[config.mk]
export PLATFORM = sky130hd
export DESIGN_NAME = accumulator_mcu_instruction_step_core
export DESIGN_NICKNAME = d
export VERILOG_FILES = /design/src/hw/rtl/amis_pkg.sv /design/src/hw/rtl/accumulator_mcu_instruction_step_core.sv
export SDC_FILE = /design/constraint.sdc
export NUM_CORES = 1
export LEC_CHECK = 0
export BUFFER_PORTS_ARGS = -buffer_cell sky130_fd_sc_hd__buf_2
export CAP_MARGIN = 25
export CORE_MARGIN = 1.5
export CORE_UTILIZATION = 39
export DETAILED_ROUTE_END_ITERATION = 7
export GPL_TIMING_DRIVEN = 0
export PLACE_DENSITY = 0.66
export REMOVE_ABC_BUFFERS = 1
export SYNTH_ARGS = -nofsm -noshare
export SYNTH_HDL_FRONTEND = slang
export SYNTH_SLANG_ARGS = --single-unit
[constraint.sdc]
create_clock -name clk -period 10 [get_ports clk]
set_input_delay 3 -clock clk [delete_from_list [all_inputs] [get_ports clk]]
set_output_delay 3 -clock clk [all_outputs]
set_load 0.02 [all_outputs]
[src/hw/rtl/amis_pkg.sv]
// ============================================================================
// amis_pkg
// Shared types, widths, opcodes and reset values of the instruction step core.
// ============================================================================
`default_nettype none

package amis_pkg;

    // Field widths of the instruction and result beats.
    localparam int INSTR_W  = 14;
    localparam int OP_W     = 6;
    localparam int BYTE_W   = 8;
    localparam int PC_OUT_W = 13;
    localparam int MADDR_W  = 9;
    localparam int FILE_W   = 7;
    localparam int GOTO_W   = 11;

    // Defaults of the top-level parameters.
    localparam int DATA_DEPTH_DEF = 512;
    localparam int PC_WIDTH_DEF   = 13;

    // Size of one register bank in the data store.
    localparam int BANK_SIZE = 128;

    typedef logic [OP_W-1:0]   opcode_t;
    typedef logic [BYTE_W-1:0] byte_t;

    // Opcodes. Ranges cover the don't-care low opcode bits.
    localparam opcode_t OP_NOP_MOVWF = 6'h00;
    localparam opcode_t OP_CLR       = 6'h01;
    localparam opcode_t OP_ADDWF     = 6'h07;
    localparam opcode_t OP_MOVF      = 6'h08;
    localparam opcode_t OP_BCF_LO    = 6'h10;
    localparam opcode_t OP_BCF_HI    = 6'h13;
    localparam opcode_t OP_BSF_LO    = 6'h14;
    localparam opcode_t OP_BSF_HI    = 6'h17;
    localparam opcode_t OP_GOTO_LO   = 6'h28;
    localparam opcode_t OP_GOTO_HI   = 6'h2F;
    localparam opcode_t OP_MOVLW_LO  = 6'h30;
    localparam opcode_t OP_MOVLW_HI  = 6'h33;

    // Status register layout and reset value.
    localparam int    ST_C      = 0;
    localparam int    ST_DC     = 1;
    localparam int    ST_Z      = 2;
    localparam int    ST_RP_LO  = 5;
    localparam int    ST_RP_HI  = 6;
    localparam byte_t STATUS_RST = 8'h18;

endpackage

`default_nettype wire

[src/hw/rtl/accumulator_mcu_instruction_step_core.sv]
// ============================================================================
// accumulator_mcu_instruction_step_core
// Executes one 14-bit instruction per input beat against the W accumulator,
// the status register, the program counter and a banked byte data store, and
// returns one result beat with the new machine state and the store write.
// ----------------------------------------------------------------------------
// In the core, the accepting clock edge launches the read of the banked file
// byte from the synchronous data store into the execute stage; when the
// execute stage fires, that edge commits W, status, PC and the store write and loads the
// result register. A new instruction is accepted every cycle while results
// are taken; a write followed directly by a read of the same byte is served
// by a forwarding register. After reset the core clears the data store, one
// byte per cycle, and accepts no instruction until the clearing pass ends.
// ============================================================================
`default_nettype none

module accumulator_mcu_instruction_step_core #(
    parameter int DATA_DEPTH = amis_pkg::DATA_DEPTH_DEF,
    parameter int PC_WIDTH   = amis_pkg::PC_WIDTH_DEF
) (
    input  wire logic                               clk,
    input  wire logic                               rst_n,
    input  wire logic                               in_valid,
    output logic                                    in_ready,
    input  wire logic [amis_pkg::INSTR_W-1:0]       instr_word,
    output logic                                    out_valid,
    input  wire logic                               out_ready,
    output logic [amis_pkg::PC_OUT_W-1:0]           next_pc,
    output logic [amis_pkg::BYTE_W-1:0]             w_out,
    output logic [amis_pkg::BYTE_W-1:0]             status_out,
    output logic                                    mem_write,
    output logic [amis_pkg::MADDR_W-1:0]            mem_addr,
    output logic [amis_pkg::BYTE_W-1:0]             mem_data,
    output logic                                    unsupported
);

    localparam int ADDR_W = $clog2(DATA_DEPTH);
    localparam logic [ADDR_W-1:0] LAST_IDX = ADDR_W'(DATA_DEPTH - 1);
    localparam logic [amis_pkg::MADDR_W-1:0] DEPTH_M = amis_pkg::MADDR_W'(DATA_DEPTH);

    // Banked address folded into the store depth. The raw address stays
    // below four times the smallest depth, so three subtractions suffice.
    function automatic logic [ADDR_W-1:0] fold_addr(input logic [amis_pkg::MADDR_W-1:0] raw);
        logic [amis_pkg::MADDR_W-1:0] v;
        v = raw;
        for (int i = 0; i < 3; i++)
        begin
            if (v >= DEPTH_M)
            begin
                v = v - DEPTH_M;
            end
        end
        return v[ADDR_W-1:0];
    endfunction

    // Data store.
    amis_pkg::byte_t mem [DATA_DEPTH];

    // Architectural state.
    amis_pkg::byte_t     w_reg, w_next;
    amis_pkg::byte_t     psw_reg, psw_next;
    logic [PC_WIDTH-1:0] pc_reg, pc_next;

    // Clearing pass after reset.
    logic              clearing_reg;
    logic [ADDR_W-1:0] clr_idx_reg;

    // Execute stage: instruction whose file byte has been read.
    logic                         s1_valid_reg;
    logic [amis_pkg::INSTR_W-1:0] s1_word_reg;
    logic [ADDR_W-1:0]            s1_addr_reg;
    amis_pkg::byte_t              rdata_reg;

    // Last store write, for a read launched on the same edge.
    logic              fwd_valid_reg;
    logic [ADDR_W-1:0] fwd_addr_reg;
    amis_pkg::byte_t   fwd_data_reg;

    // Result register.
    logic                          out_valid_reg;
    logic [amis_pkg::PC_OUT_W-1:0] pc_out_reg;
    amis_pkg::byte_t               w_out_reg;
    amis_pkg::byte_t               status_out_reg;
    logic                          wr_out_reg;
    logic [amis_pkg::MADDR_W-1:0]  addr_out_reg;
    amis_pkg::byte_t               data_out_reg;
    logic                          unsup_out_reg;

    logic              accept;
    logic              s1_fire;
    logic [ADDR_W-1:0] rd_addr;

    // Execute-stage decode and results.
    amis_pkg::opcode_t            op;
    logic                         dbit;
    amis_pkg::byte_t              fval;
    amis_pkg::byte_t              bit_mask;
    logic [amis_pkg::BYTE_W:0]    sum;
    logic [4:0]                   low_sum;
    logic [amis_pkg::PC_OUT_W-1:0] goto_ext;
    logic                         wr;
    amis_pkg::byte_t              wdata;
    logic                         unsup;

    // Handshake: the execute stage drains into the result register.
    assign s1_fire  = s1_valid_reg && (!out_valid_reg || out_ready);
    assign in_ready = !clearing_reg && (!s1_valid_reg || s1_fire);
    assign accept   = in_valid && in_ready;

    // Read address of the incoming beat from the bank bits and file address.
    assign rd_addr = fold_addr({psw_reg[amis_pkg::ST_RP_HI:amis_pkg::ST_RP_LO],
                                instr_word[amis_pkg::FILE_W-1:0]});

    // Byte operand, with the most recent write forwarded over the store.
    assign fval = (fwd_valid_reg && (fwd_addr_reg == s1_addr_reg)) ? fwd_data_reg : rdata_reg;

    assign op       = s1_word_reg[13:8];
    assign dbit     = s1_word_reg[7];
    assign bit_mask = amis_pkg::byte_t'(1) << s1_word_reg[9:7];
    assign sum      = {1'b0, w_reg} + {1'b0, fval};
    assign low_sum  = {1'b0, w_reg[3:0]} + {1'b0, fval[3:0]};
    assign goto_ext = amis_pkg::PC_OUT_W'(s1_word_reg[amis_pkg::GOTO_W-1:0]);

    // Instruction execution.
    always_comb
    begin
        w_next      = w_reg;
        psw_next    = psw_reg;
        pc_next     = pc_reg + PC_WIDTH'(1);
        wr          = 1'b0;
        wdata       = '0;
        unsup       = 1'b0;
        case (op) inside
            amis_pkg::OP_NOP_MOVWF:
            begin
                if (dbit)
                begin
                    wr    = 1'b1;
                    wdata = w_reg;
                end
            end
            amis_pkg::OP_CLR:
            begin
                if (dbit)
                begin
                    wr = 1'b1;
                end
                else
                begin
                    w_next = '0;
                end
                psw_next[amis_pkg::ST_Z] = 1'b1;
            end
            [amis_pkg::OP_MOVLW_LO:amis_pkg::OP_MOVLW_HI]:
            begin
                w_next = s1_word_reg[7:0];
            end
            amis_pkg::OP_ADDWF:
            begin
                psw_next[amis_pkg::ST_C]  = sum[amis_pkg::BYTE_W];
                psw_next[amis_pkg::ST_DC] = low_sum[4];
                psw_next[amis_pkg::ST_Z]  = (sum[amis_pkg::BYTE_W-1:0] == '0);
                if (dbit)
                begin
                    wr    = 1'b1;
                    wdata = sum[amis_pkg::BYTE_W-1:0];
                end
                else
                begin
                    w_next = sum[amis_pkg::BYTE_W-1:0];
                end
            end
            amis_pkg::OP_MOVF:
            begin
                psw_next[amis_pkg::ST_Z] = (fval == '0);
                if (dbit)
                begin
                    wr    = 1'b1;
                    wdata = fval;
                end
                else
                begin
                    w_next = fval;
                end
            end
            [amis_pkg::OP_BCF_LO:amis_pkg::OP_BCF_HI]:
            begin
                wr    = 1'b1;
                wdata = fval & ~bit_mask;
            end
            [amis_pkg::OP_BSF_LO:amis_pkg::OP_BSF_HI]:
            begin
                wr    = 1'b1;
                wdata = fval | bit_mask;
            end
            [amis_pkg::OP_GOTO_LO:amis_pkg::OP_GOTO_HI]:
            begin
                pc_next = goto_ext[PC_WIDTH-1:0];
            end
            default:
            begin
                unsup = 1'b1;
            end
        endcase
    end

    // Data store: clearing pass or committed write, and the operand read.
    always_ff @(posedge clk)
    begin
        if (clearing_reg)
        begin
            mem[clr_idx_reg] <= '0;
        end
        else if (s1_fire && wr)
        begin
            mem[s1_addr_reg] <= wdata;
        end
        if (accept)
        begin
            rdata_reg <= mem[rd_addr];
        end
    end

    // Clearing pass sequencing.
    always_ff @(posedge clk or negedge rst_n)
    begin
        if (!rst_n)
        begin
            clearing_reg <= 1'b1;
            clr_idx_reg  <= '0;
        end
        else if (clearing_reg)
        begin
            clr_idx_reg <= clr_idx_reg + ADDR_W'(1);
            if (clr_idx_reg == LAST_IDX)
            begin
                clearing_reg <= 1'b0;
            end
        end
    end

    // Architectural state, execute stage control, forwarding valid and result valid.
    always_ff @(posedge clk or negedge rst_n)
    begin
        if (!rst_n)
        begin
            w_reg         <= '0;
            psw_reg       <= amis_pkg::STATUS_RST;
            pc_reg        <= '0;
            s1_valid_reg  <= 1'b0;
            fwd_valid_reg <= 1'b0;
            out_valid_reg <= 1'b0;
        end
        else
        begin
            if (s1_fire)
            begin
                w_reg      <= w_next;
                psw_reg    <= psw_next;
                pc_reg     <= pc_next;
                if (wr)
                begin
                    fwd_valid_reg <= 1'b1;
                end
            end
            if (accept)
            begin
                s1_valid_reg <= 1'b1;
            end
            else if (s1_fire)
            begin
                s1_valid_reg <= 1'b0;
            end
            if (s1_fire)
            begin
                out_valid_reg <= 1'b1;
            end
            else if (out_ready)
            begin
                out_valid_reg <= 1'b0;
            end
        end
    end

    // Payload registers of the execute stage, forwarding and result beat.
    always_ff @(posedge clk)
    begin
        if (accept)
        begin
            s1_word_reg <= instr_word;
            s1_addr_reg <= rd_addr;
        end
        if (s1_fire && wr)
        begin
            fwd_addr_reg <= s1_addr_reg;
            fwd_data_reg <= wdata;
        end
        if (s1_fire)
        begin
            pc_out_reg     <= amis_pkg::PC_OUT_W'(pc_next);
            w_out_reg      <= w_next;
            status_out_reg <= psw_next;
            wr_out_reg     <= wr;
            addr_out_reg   <= wr ? amis_pkg::MADDR_W'(s1_addr_reg) : '0;
            data_out_reg   <= wdata;
            unsup_out_reg  <= unsup;
        end
    end

    assign out_valid   = out_valid_reg;
    assign next_pc     = pc_out_reg;
    assign w_out       = w_out_reg;
    assign status_out  = status_out_reg;
    assign mem_write   = wr_out_reg;
    assign mem_addr    = addr_out_reg;
    assign mem_data    = data_out_reg;
    assign unsupported = unsup_out_reg;

endmodule

`default_nettype wire
==> results of run 1 <==
power by group through the flow:
| stage | combinational, mW | clock (mW) | sequential, mW |
|---|---|---|---|
| after floorplan | 0.397 | 0 | 5.47 |
| after global placement | 0.700 | 0 | 5.46 |
| after detailed placement | 0.690 | 0 | 5.46 |
| after CTS | 0.692 | 4.11 | 5.36 |
| after global routing | 0.752 | 4.29 | 5.36 |
| final | 0.694 | 4.06 | 5.36 |
final cells by class:
class | count | share of cell area, %
clock buffers | 138 | 5.569
repair buffers | 92 | 1.925
clock inverters | 60 | 1.254
multi-input cells | 1008 | 21.63
diodes | 1 | 0.004842
flip-flops and latches | 1139 | 65.83
inverters | 14 | 0.1017
well taps | 1524 | 3.690
path summary, 6_finish.rpt:
check | cells after the start | startpoint | endpoint
worst max-delay path | 9 | out_ready | mem[104][7]
worst min-delay path | 2 | psw_reg[1] | psw_reg[1]
worst max register to register | 16 | s1_word_reg[3] | mem[76][6]
worst min register to register | 2 | psw_reg[1] | psw_reg[1]
max in group asynchronous | 1 | rst_n | w_reg[1]
min in group asynchronous | 1 | rst_n | clr_idx_reg[3]
Yosys cell counts, drive strengths merged, types with 6 or more instances:
master  number  share of area [%]
nand2b      11               0.15
nand3       15               0.16
and2        20               0.27
nand4       15               0.20
mux2        10               0.25
a221oi       6               0.13
nor4        15               0.24
ha          11               0.30
nor2       172                1.4
or2         20               0.27
mux2i       20               0.44
dfrtp       36                2.0
o211ai      11               0.19
nor3        23               0.25
nor2b       13               0.18
a21o        14               0.23
edfxtp    1102                 72
a22oi       33               0.54
inv         14               0.11
a31oi       21               0.33
mux4       312                 15
nand2       90               0.74
o21ai       34               0.38
a21oi       42               0.48
xnor2       17               0.32
xor2        11               0.21
and3         8               0.11
buf         75               0.84
clkbuf      66               0.54
metrics by stage:
step | std cells | hold WS (ns)
after global placement | 3745 | 0.4576
after global routing | 3975 | 0.5158
after detailed placement | 3770 | 0.4680
after CTS | 3968 | 0.4888
after floorplan | 2161 | 0.4343
final | 3976 | 0.4852
layer usage:
metal | vias to the layer above | share of wire, % | track usage (%)
met3 | 188 | 7.1 | 2.937
li1 | 9567 | - | -
met5 | - | 0.041 | 0
met4 | 6 | 2.7 | 4.936
met1 | 11810 | 40 | 22.38
met2 | 921 | 50 | 28.31
worst max-delay path, delay by kind of cell:
family | cells | cell delay [ns]
simple gates | 5 | 1.84
compound gates | 2 | 1.68
buf+inv | 2 | 0.38
cell families (layout without fill, tap and decap cells):
logic type | count (synthesis) | count (layout)
flops | 1139 | 1139
simple gates | 416 | 416
mux | 342 | 342
compound gates | 203 | 203
buf+inv | 155 | 304
xor+xnor | 28 | 28
fa+ha+maj | 12 | 12
other cells | 2 | 8
==> impl_metrics.yaml, run 1 <==
run_status:
  outcome: "complete, no violations"
sta:
  worst_slew_pin_slew_ns: 1.060
  layout_setup_ws_ns: 3.403
  finalMaxSlewViolations: 0
  setup-violations-final: 0
  clock.fmax_mhz: 151.6
  finalCritPeriodShare_pct: 65.97
  fin_setup_tns_ns: 0
  fin_worst_skew_ns: 0.05790
  hold_violations: 0
  layout_min_cycle_time_ns: 6.597
  maxSlewHeadroom_pct: 29.32
  rsz0062_at_grt: "false"
worst_setup_path:
  required_ns: 10.33
  critPathSlowestCell: "a211oi_4"
  cp_max_fo: 33
  timing.reg2reg.setup_slack_ns: 4.58
  cpPeakStageDelay_ns: 1.06
  criticalPathCategory: "in -> reg"
  path_cells: "buf_2 -> nand2b_1 -> nand2_1 -> a211oi_4 -> buf_8 -> nor4_1 -> a31oi_1 -> or2_0 -> nor2_1"
  worstPathArrival_ns: 6.93
  critPathCaptureType: "flip-flop"
  worst_setup_path_start_kind: "input pin"
yosys:
  postSynth.asyncResetShare_pct: 3.248
  synthAdderAreaFrac_pct: 0.3441
  syn-mean-instance-area_um2: 19.95
  synth_flop_cell: "edfxtp_1"
  yosysSeqAreaShare_pct: 74.25
  yosys.area_share.simple_pct: 4.224
  synth.distinct_cells: 71
  synthCells: 2297
  synth_top_family_by_area: "multiplexers"
  synthXorXnorAreaFrac_pct: 0.5352
  synth_compound_area_share_pct: 3.121
  synth_area_um2: 45820
  ys_seq_elements: 1139
  yosys_warnings: 0
  synth_edf_count: 1102
  muxShareOfSynthArea_pct: 16.02
drt:
  routed_wirelength_um: 101500
  vias: 22490
  viasPerCell: 5.656
  wl_per_cell_um: 25.52
  drt-initial-drc-count: 2519
  drc: 0
  firstDrtPassIters: 6
  final_antenna_net_count: 0
finish:
  seq_area_um2: 34020
  fin_nets: 2392
  drive_above_1_share_pct: 24.28
  final_util_pct: 44.41
  largest_register_ffs: 1024
  multiInputGateArea_um2: 11180
  fin_area_um2: 51680
  area_delta_synth_final_pct: 12.79
  final_common_cell: "edfxtp_1"
  fill_cells: 9755
  mostFrequentLayoutCells: "edfxtp_1 (1102), mux4_2 (312), nor2_1 (171), clkbuf_16 (111), nand2_1 (90)"
placed_design:
  port_buffers: 60
  routabilityCongestion: 0.8903
  pre_cts_ws_ns: 2.769
  place_area_um2: 48050
  dpl.hpwl_um: 64770
global_route:
  grt_start_max_net_pins: 94
  antenna_found_initial: 3
  grt_use_total_pct: 16.81
  grt_pass1_vias: 22840
  grt-ovfl-total: 0
  grt_pass1_wl_um: 150500
floorplan:
  boundaryPins: 68
  rows: 125
  initial_utilization_pct: 39.38
  die_y_um: 345.8
  die_area_um2: 119600
  die-width_um: 345.8
  core_um2: 116400
clock_network:
  clk_latency_ns: 0.69
  root_buffer: "clkbuf_16"
  post_cts_resized: 0
  clkSinkCount: 1139
  cts_tree: "yes"
  numCtsBuffers: 107
  cts_hold_buf: 0
  clockBufferDepth: 3
  cts_max_level: 3
  post_cts_buffers: 0
  clk_pin_slew_worst_paths_ns: 0.06
power_and_ir_drop:
  fin_total_pwr_mw: 10.11
  pwr_density_cell_nw_per_um2: 195.7
  power_frac_comb_pct: 6.9
  max-vdd-ir-drop_mv: 0.1473
  p_clk_share_pct: 40.2
  p_int_mw: 7.870
  power.share.sequential_pct: 53.0
  power_switching_mw: 2.244
  p_leak_nw: 18.01
  netSwitchingFraction_pct: 22.18
run:
  max-cap-violations: 0
worst_hold_path:
  min_path_type: "reg -> reg"
No activity file was read; power rests on OpenSTA's default activity.
==> run 2: changes to the inputs <==
Settings changed: PLACE_DENSITY 0.66 to 0.68.
Clock period 10 ns to 6.05 ns, I/O delays scaled along.
==> run 2 against run 1 <==
Compared with the run above:
- setup slack got worse by 2.4 ns
- core utilization down 0.066 points
- critical path depth shrank 1
- global-route usage decreased by 0.14 points
- via count down 0.20%
- sequential power is 65% higher
- highest routed layer is now met4
==> impl_metrics.yaml, run 2 (synthesis results as in run 1) <==
worst_setup_path:
  cpPeakStageDelay_ns: 0.60
  critPathCaptureType: "flip-flop"
  critPathSlowestCell: "mux4_2"
  crit_path_frequent_cell: "buf_16"
  cp_max_fo: 59
  required_ns: 6.38
  cpLargestDelayFamily: "buffers and inverters"
  crit_buf_inv: 4
  worstPathArrival_ns: 5.42
  path_cells: "buf_8 -> buf_16 -> buf_16 -> buf_16 -> mux4_2 -> mux4_2 -> o211ai_1 -> nand4_1"
  worst_setup_path_start_kind: "input pin"
  criticalPathCategory: "in -> reg"
run_status:
  outcome: "complete, no violations"
placed_design:
  place_area_um2: 48070
  routabilityCongestion: 0.8939
  dpl.hpwl_um: 63830
  placedCellCount: 3770
  port_buffers: 60
global_route:
  grt-ovfl-total: 0
  grt_use_total_pct: 16.67
  grt_pass1_wl_um: 150300
  grt_start_max_net_pins: 113
  grt_pass1_vias: 22700
  antenna_found_initial: 1
clock_network:
  cts_hold_buf: 0
  post_cts_resized: 0
  clockBufferDepth: 3
  clkSinkCount: 1139
  cts_max_level: 3
  numCtsBuffers: 106
  root_buffer: "clkbuf_16"
  cts_tree: "yes"
  clk_pin_slew_worst_paths_ns: 0.06
  clk_latency_ns: 0.69
  post_cts_buffers: 0
floorplan:
  die_area_um2: 119600
  rows: 125
  die-width_um: 345.8
  die_y_um: 345.8
  initial_utilization_pct: 39.38
  boundaryPins: 68
  core_um2: 116400
sta:
  layout_min_cycle_time_ns: 5.087
  worst_slew_pin_slew_ns: 1.039
  finalCritPeriodShare_pct: 84.08
  clock.fmax_mhz: 196.6
  hold_violations: 0
  fin_setup_tns_ns: 0
  setup-violations-final: 0
  fin_worst_skew_ns: 0.05736
  rsz0062_at_grt: "false"
  maxSlewHeadroom_pct: 30.50
  finalMaxSlewViolations: 0
finish:
  n_antenna_cell: 0
  fin_area_um2: 51600
  final_util_pct: 44.35
  fin_cells: 3982
  area_delta_synth_final_pct: 12.62
  largest_register_ffs: 1024
  final_common_cell: "edfxtp_1"
  fill_cells: 9759
  fin_nets: 2398
  drive_above_1_share_pct: 24.41
  mostFrequentLayoutCells: "edfxtp_1 (1102), mux4_2 (312), nor2_1 (171), clkbuf_16 (107), nand2_1 (90)"
drt:
  firstDrtPassIters: 6
  wl_per_cell_um: 25.06
  routed.top_layer: "met4"
  viasPerCell: 5.636
  routed_wirelength_um: 99800
  vias: 22440
  wl_met1_um: 40840
  met3WireLength_um: 7770
  drc: 0
  drt-initial-drc-count: 2646
  final_antenna_net_count: 0
  wl_met2_um: 48440
worst_hold_path:
  min_path_type: "reg -> reg"
power_and_ir_drop:
  p_leak_nw: 18.02
  fin_total_pwr_mw: 16.49
  max-vdd-ir-drop_mv: 0.2427
  pwr_density_cell_nw_per_um2: 319.5
run:
  max-cap-violations: 0
## run 2: layer usage
layer	vias up	global-route usage [%]
met5	-	0
met4	0	4.810
met3	182	3.561
met2	944	26.90
met1	11740	22.84
li1	9575	-
## run 2: metrics by stage
stage | hold slack, ns | setup slack [ns]
finish | 0.4870 | 0.9633
global route | 0.5233 | 0.7227
CTS | 0.4816 | 0.9113
floorplan | 0.4343 | -2.107
detailed placement | 0.4637 | 0.2281
global placement | 0.4524 | -7.355
## run 2: final timing paths
check	slack [ns]	cells past startpoint	from	endpoint
max reg2reg	1.02	12	s1_word_reg[2]	mem[77][1]
max in group asynchronous	4.65	2	rst_n	clearing_reg
max	0.96	8	instr_word[0]	rdata_reg[0]
min reg2reg	0.49	1	fwd_valid_reg	fwd_valid_reg
min	0.49	1	fwd_valid_reg	fwd_valid_reg
min in group asynchronous	0.93	1	rst_n	s1_valid_reg
## run 2: layout make-up
cell class | count | area (um2) | share of cell area [%]
Sequential cell | 1139 | 34020 | 65.93
Multi-Input combinational cell | 1008 | 11180 | 21.66
Clock buffer | 141 | 2835 | 5.494
Tap cell | 1524 | 1907 | 3.695
Timing Repair Buffer | 99 | 1079 | 2.090
Clock inverter | 57 | 533.0 | 1.033
Inverter | 14 | 52.55 | 0.1018
## run 2: power by group
part	total [mW]	switching (mW)	leakage, nW	internal (mW)
combinational	1.16	0.693	4.10	0.471
sequential	8.86	0.148	12.3	8.71
clock	6.47	2.86	1.64	3.61
==> run 3: changes to the inputs <==
Settings changed: ABC_AREA from default to 1.
Clock period 6.05 ns to 4.18 ns, I/O delays scaled along.
==> run 3 against run 2 <==
Compared with the run above:
- the flow now finishes with violations (negative setup slack)
- first-iteration DRC count is 50% higher
- combinational power is 68% higher
- global-route usage is 2.7 points higher
- synthesized cell count is 65% higher
- final area is 4.6% higher
- largest power group unchanged
==> impl_metrics.yaml, run 3 <==
global_route:
  antenna_found_initial: 3
  grt_start_max_net_pins: 162
  grt_pass1_vias: 28510
  grt_pass1_wl_um: 179200
  grt-ovfl-total: 0
  grt_use_total_pct: 19.35
sta:
  maxSlewHeadroom_pct: 29.75
  hold_violations: 0
  clock.fmax_mhz: 237.6
  layout_setup_ws_ns: -0.02887
  finalMaxSlewViolations: 0
  layout_min_cycle_time_ns: 4.209
  setup-violations-final: 14
  fin_worst_skew_ns: 0.05160
  finalCritPeriodShare_pct: 100.7
  fin_setup_tns_ns: -0.2183
  worst_slew_pin_slew_ns: 1.054
  rsz0062_at_grt: "true"
  hold_slack_ns: 0.3657
yosys:
  synthCells: 3796
  synth_top_area_cell: "edfxtp_1"
  yosys.area_share.simple_pct: 10.66
  syn-mean-instance-area_um2: 12.34
  synth_top_family_by_area: "compound AO/OA/AOI/OAI gates"
  synth.distinct_cells: 46
  yosysSeqAreaShare_pct: 72.60
  ys_seq_elements: 1139
  synth_edf_count: 1102
  yosys_warnings: 0
  ys_top_cells_by_area: "edfxtp_1 (71%), o21ai_0 (6.9%), nor2_1 (5.9%), o22ai_1 (3.4%), nand2_1 (2.2%)"
  synth_area_um2: 46860
  synth_top_area_share_pct: 70.62
  synthXorXnorAreaFrac_pct: 0.3925
  muxShareOfSynthArea_pct: 0
  postSynth.asyncResetShare_pct: 3.248
  synth_compound_area_share_pct: 12.82
  synthTopCellsByCount: "edfxtp_1 (1102), nor2_1 (737), o21ai_0 (642), nand2_1 (277), o22ai_1 (256)"
  synth.most_common_cell: "edfxtp_1"
  synth_flop_cell: "edfxtp_1"
  synthAdderAreaFrac_pct: 0.3364
worst_setup_path:
  r2r_cells: 14
  required_ns: 4.51
  timing.reg2reg.setup_slack_ns: 0.08
  criticalPathCategory: "in -> reg"
  worst_setup_path_start_kind: "input pin"
  reg2reg_from: "s1_word_reg[8]"
  critPathCaptureType: "flip-flop"
  cp_max_fo: 48
  reg2reg_to: "mem[26][6]"
  worstPathArrival_ns: 4.54
  path_cells: "buf_2 -> inv_1 -> nand2_1 -> nand2_2 -> inv_6 -> buf_12 -> nand2_4 -> nor2_8 -> nand2_1 -> o21ai_2 -> inv_2 -> nor2_2 -> nand2_1 -> nor2_4"
  critPathSlowestCell: "nand2_1"
  crit_path_frequent_cell: "nand2_1"
  worstSetupStartpoint: "out_ready"
  crit_path_end: "mem[26][6]"
  cpPeakStageDelay_ns: 0.52
placed_design:
  placedCellCount: 5234
  routabilityCongestion: 0.8895
  port_buffers: 60
  pre_cts_ws_ns: -1.736
  dpl.hpwl_um: 66970
power_and_ir_drop:
  pwr_density_cell_nw_per_um2: 450.0
  p_leak_nw: 18.98
  max-vdd-ir-drop_mv: 0.3510
drt:
  drc: 0
  firstDrtPassIters: 7
  wl_per_cell_um: 22.37
  vias: 30810
  drt-initial-drc-count: 3964
  routed_wirelength_um: 122300
  final_antenna_net_count: 0
  viasPerCell: 5.639
run_status:
  outcome: "finished, violations left"
  violations: "negative setup slack"
finish:
  seq_area_um2: 34020
  multiInputGateArea_um2: 12560
  drive_above_1_share_pct: 13.94
  mostFrequentLayoutCells: "edfxtp_1 (1102), o21ai_0 (637), nor2_1 (607), nand2_1 (271), o22ai_1 (256)"
  largest_register_ffs: 1024
  area_delta_synth_final_pct: 15.20
  fill_cells: 10430
  final_common_cell: "edfxtp_1"
  final_util_pct: 45.53
  fin_nets: 3802
  fin_cells: 5464
floorplan:
  core_um2: 118600
  initial_utilization_pct: 39.53
  die_y_um: 349.6
  die-width_um: 349.6
  rows: 126
  boundaryPins: 68
  die_area_um2: 122200
clock_network:
  numCtsBuffers: 107
  cts_max_level: 3
  clkSinkCount: 1139
  root_buffer: "clkbuf_16"
  cts_tree: "yes"
  clockBufferDepth: 3
  clk_pin_slew_worst_paths_ns: 0.06
  clk_latency_ns: 0.72
worst_hold_path:
  min_path_type: "in -> async"
run:
  max-cap-violations: 0
[run 3: power by group]
group / total (mW) / switching [mW] / internal [mW]
clock network: 9.68 / 4.28 / 5.40
logic: 1.95 / 1.34 / 0.608
registers: 12.7 / 0.108 / 12.6
total: 24.3 / 5.73 / 18.6
[run 3: final cells by class]
| class | instances | area share, % |
|---|---|---|
| tap | 1600 | 3.709 |
| inverter | 115 | 1.066 |
| multi-input combinational | 2295 | 23.27 |
| sequential | 1139 | 63.02 |
| timing repair inverter | 2 | 0.05795 |
| antenna | 4 | 0.01854 |
| timing repair buffer | 112 | 2.436 |
| clock inverter | 71 | 1.249 |
| clock buffer | 126 | 5.171 |
[run 3: what timing repair did]
action                                   CTS  global route
endpoints found under the setup margin  1713          1713
resized for setup                        285            52
hold buffers                               0             0
buffers inserted                           2            23
cloned                                     2             3
pin swaps                                  1            11
[run 3: how the worst min path moves through the flow]
stage	startpoint	endpoint	slack [ns]	cells after the start
6_report	rst_n	pc_reg[10]	0.37	1
5_1_grt	rst_n	pc_reg[10]	0.33	1
4_1_cts	fwd_valid_reg	fwd_valid_reg	0.48	2
3_5_place_dp	fwd_valid_reg	fwd_valid_reg	0.46	2
3_3_place_gp	fwd_valid_reg	fwd_valid_reg	0.44	2
2_1_floorplan	fwd_valid_reg	fwd_valid_reg	0.42	2
[run 3: critical path, delay by kind of cell]
family / cells / cell delay, ns
AOI/OAI and AO/OA: 1 / 0.21
and+or+nand+nor: 8 / 2.23
buffers and inverters: 5 / 0.80
[run 3: logic make-up after synthesis]
logic type	after synthesis
adder cells (fa/ha/maj)	12
other	2
AND/OR/NAND/NOR	1194
AO/OA/AOI/OAI	1061
XOR/XNOR	21
flip-flops	1139
buffers and inverters	367
[run 3: layer usage]
layer / global-route usage [%] / share of wire [%]
met5: 0 / 0
met4: 6.486 / 3.2
met3: 4.050 / 9.7
met2: 30.30 / 46
met1: 26.83 / 41
[run 3: through the flow]
stage	instance area, um2	power, mW
5_1_grt	53970	25.02
4_1_cts	53470	24.31
3_5_place_dp	48820	14.73
2_1_floorplan	45820	14.05
3_3_place_gp	48130	14.77
6_report	53980	24.29
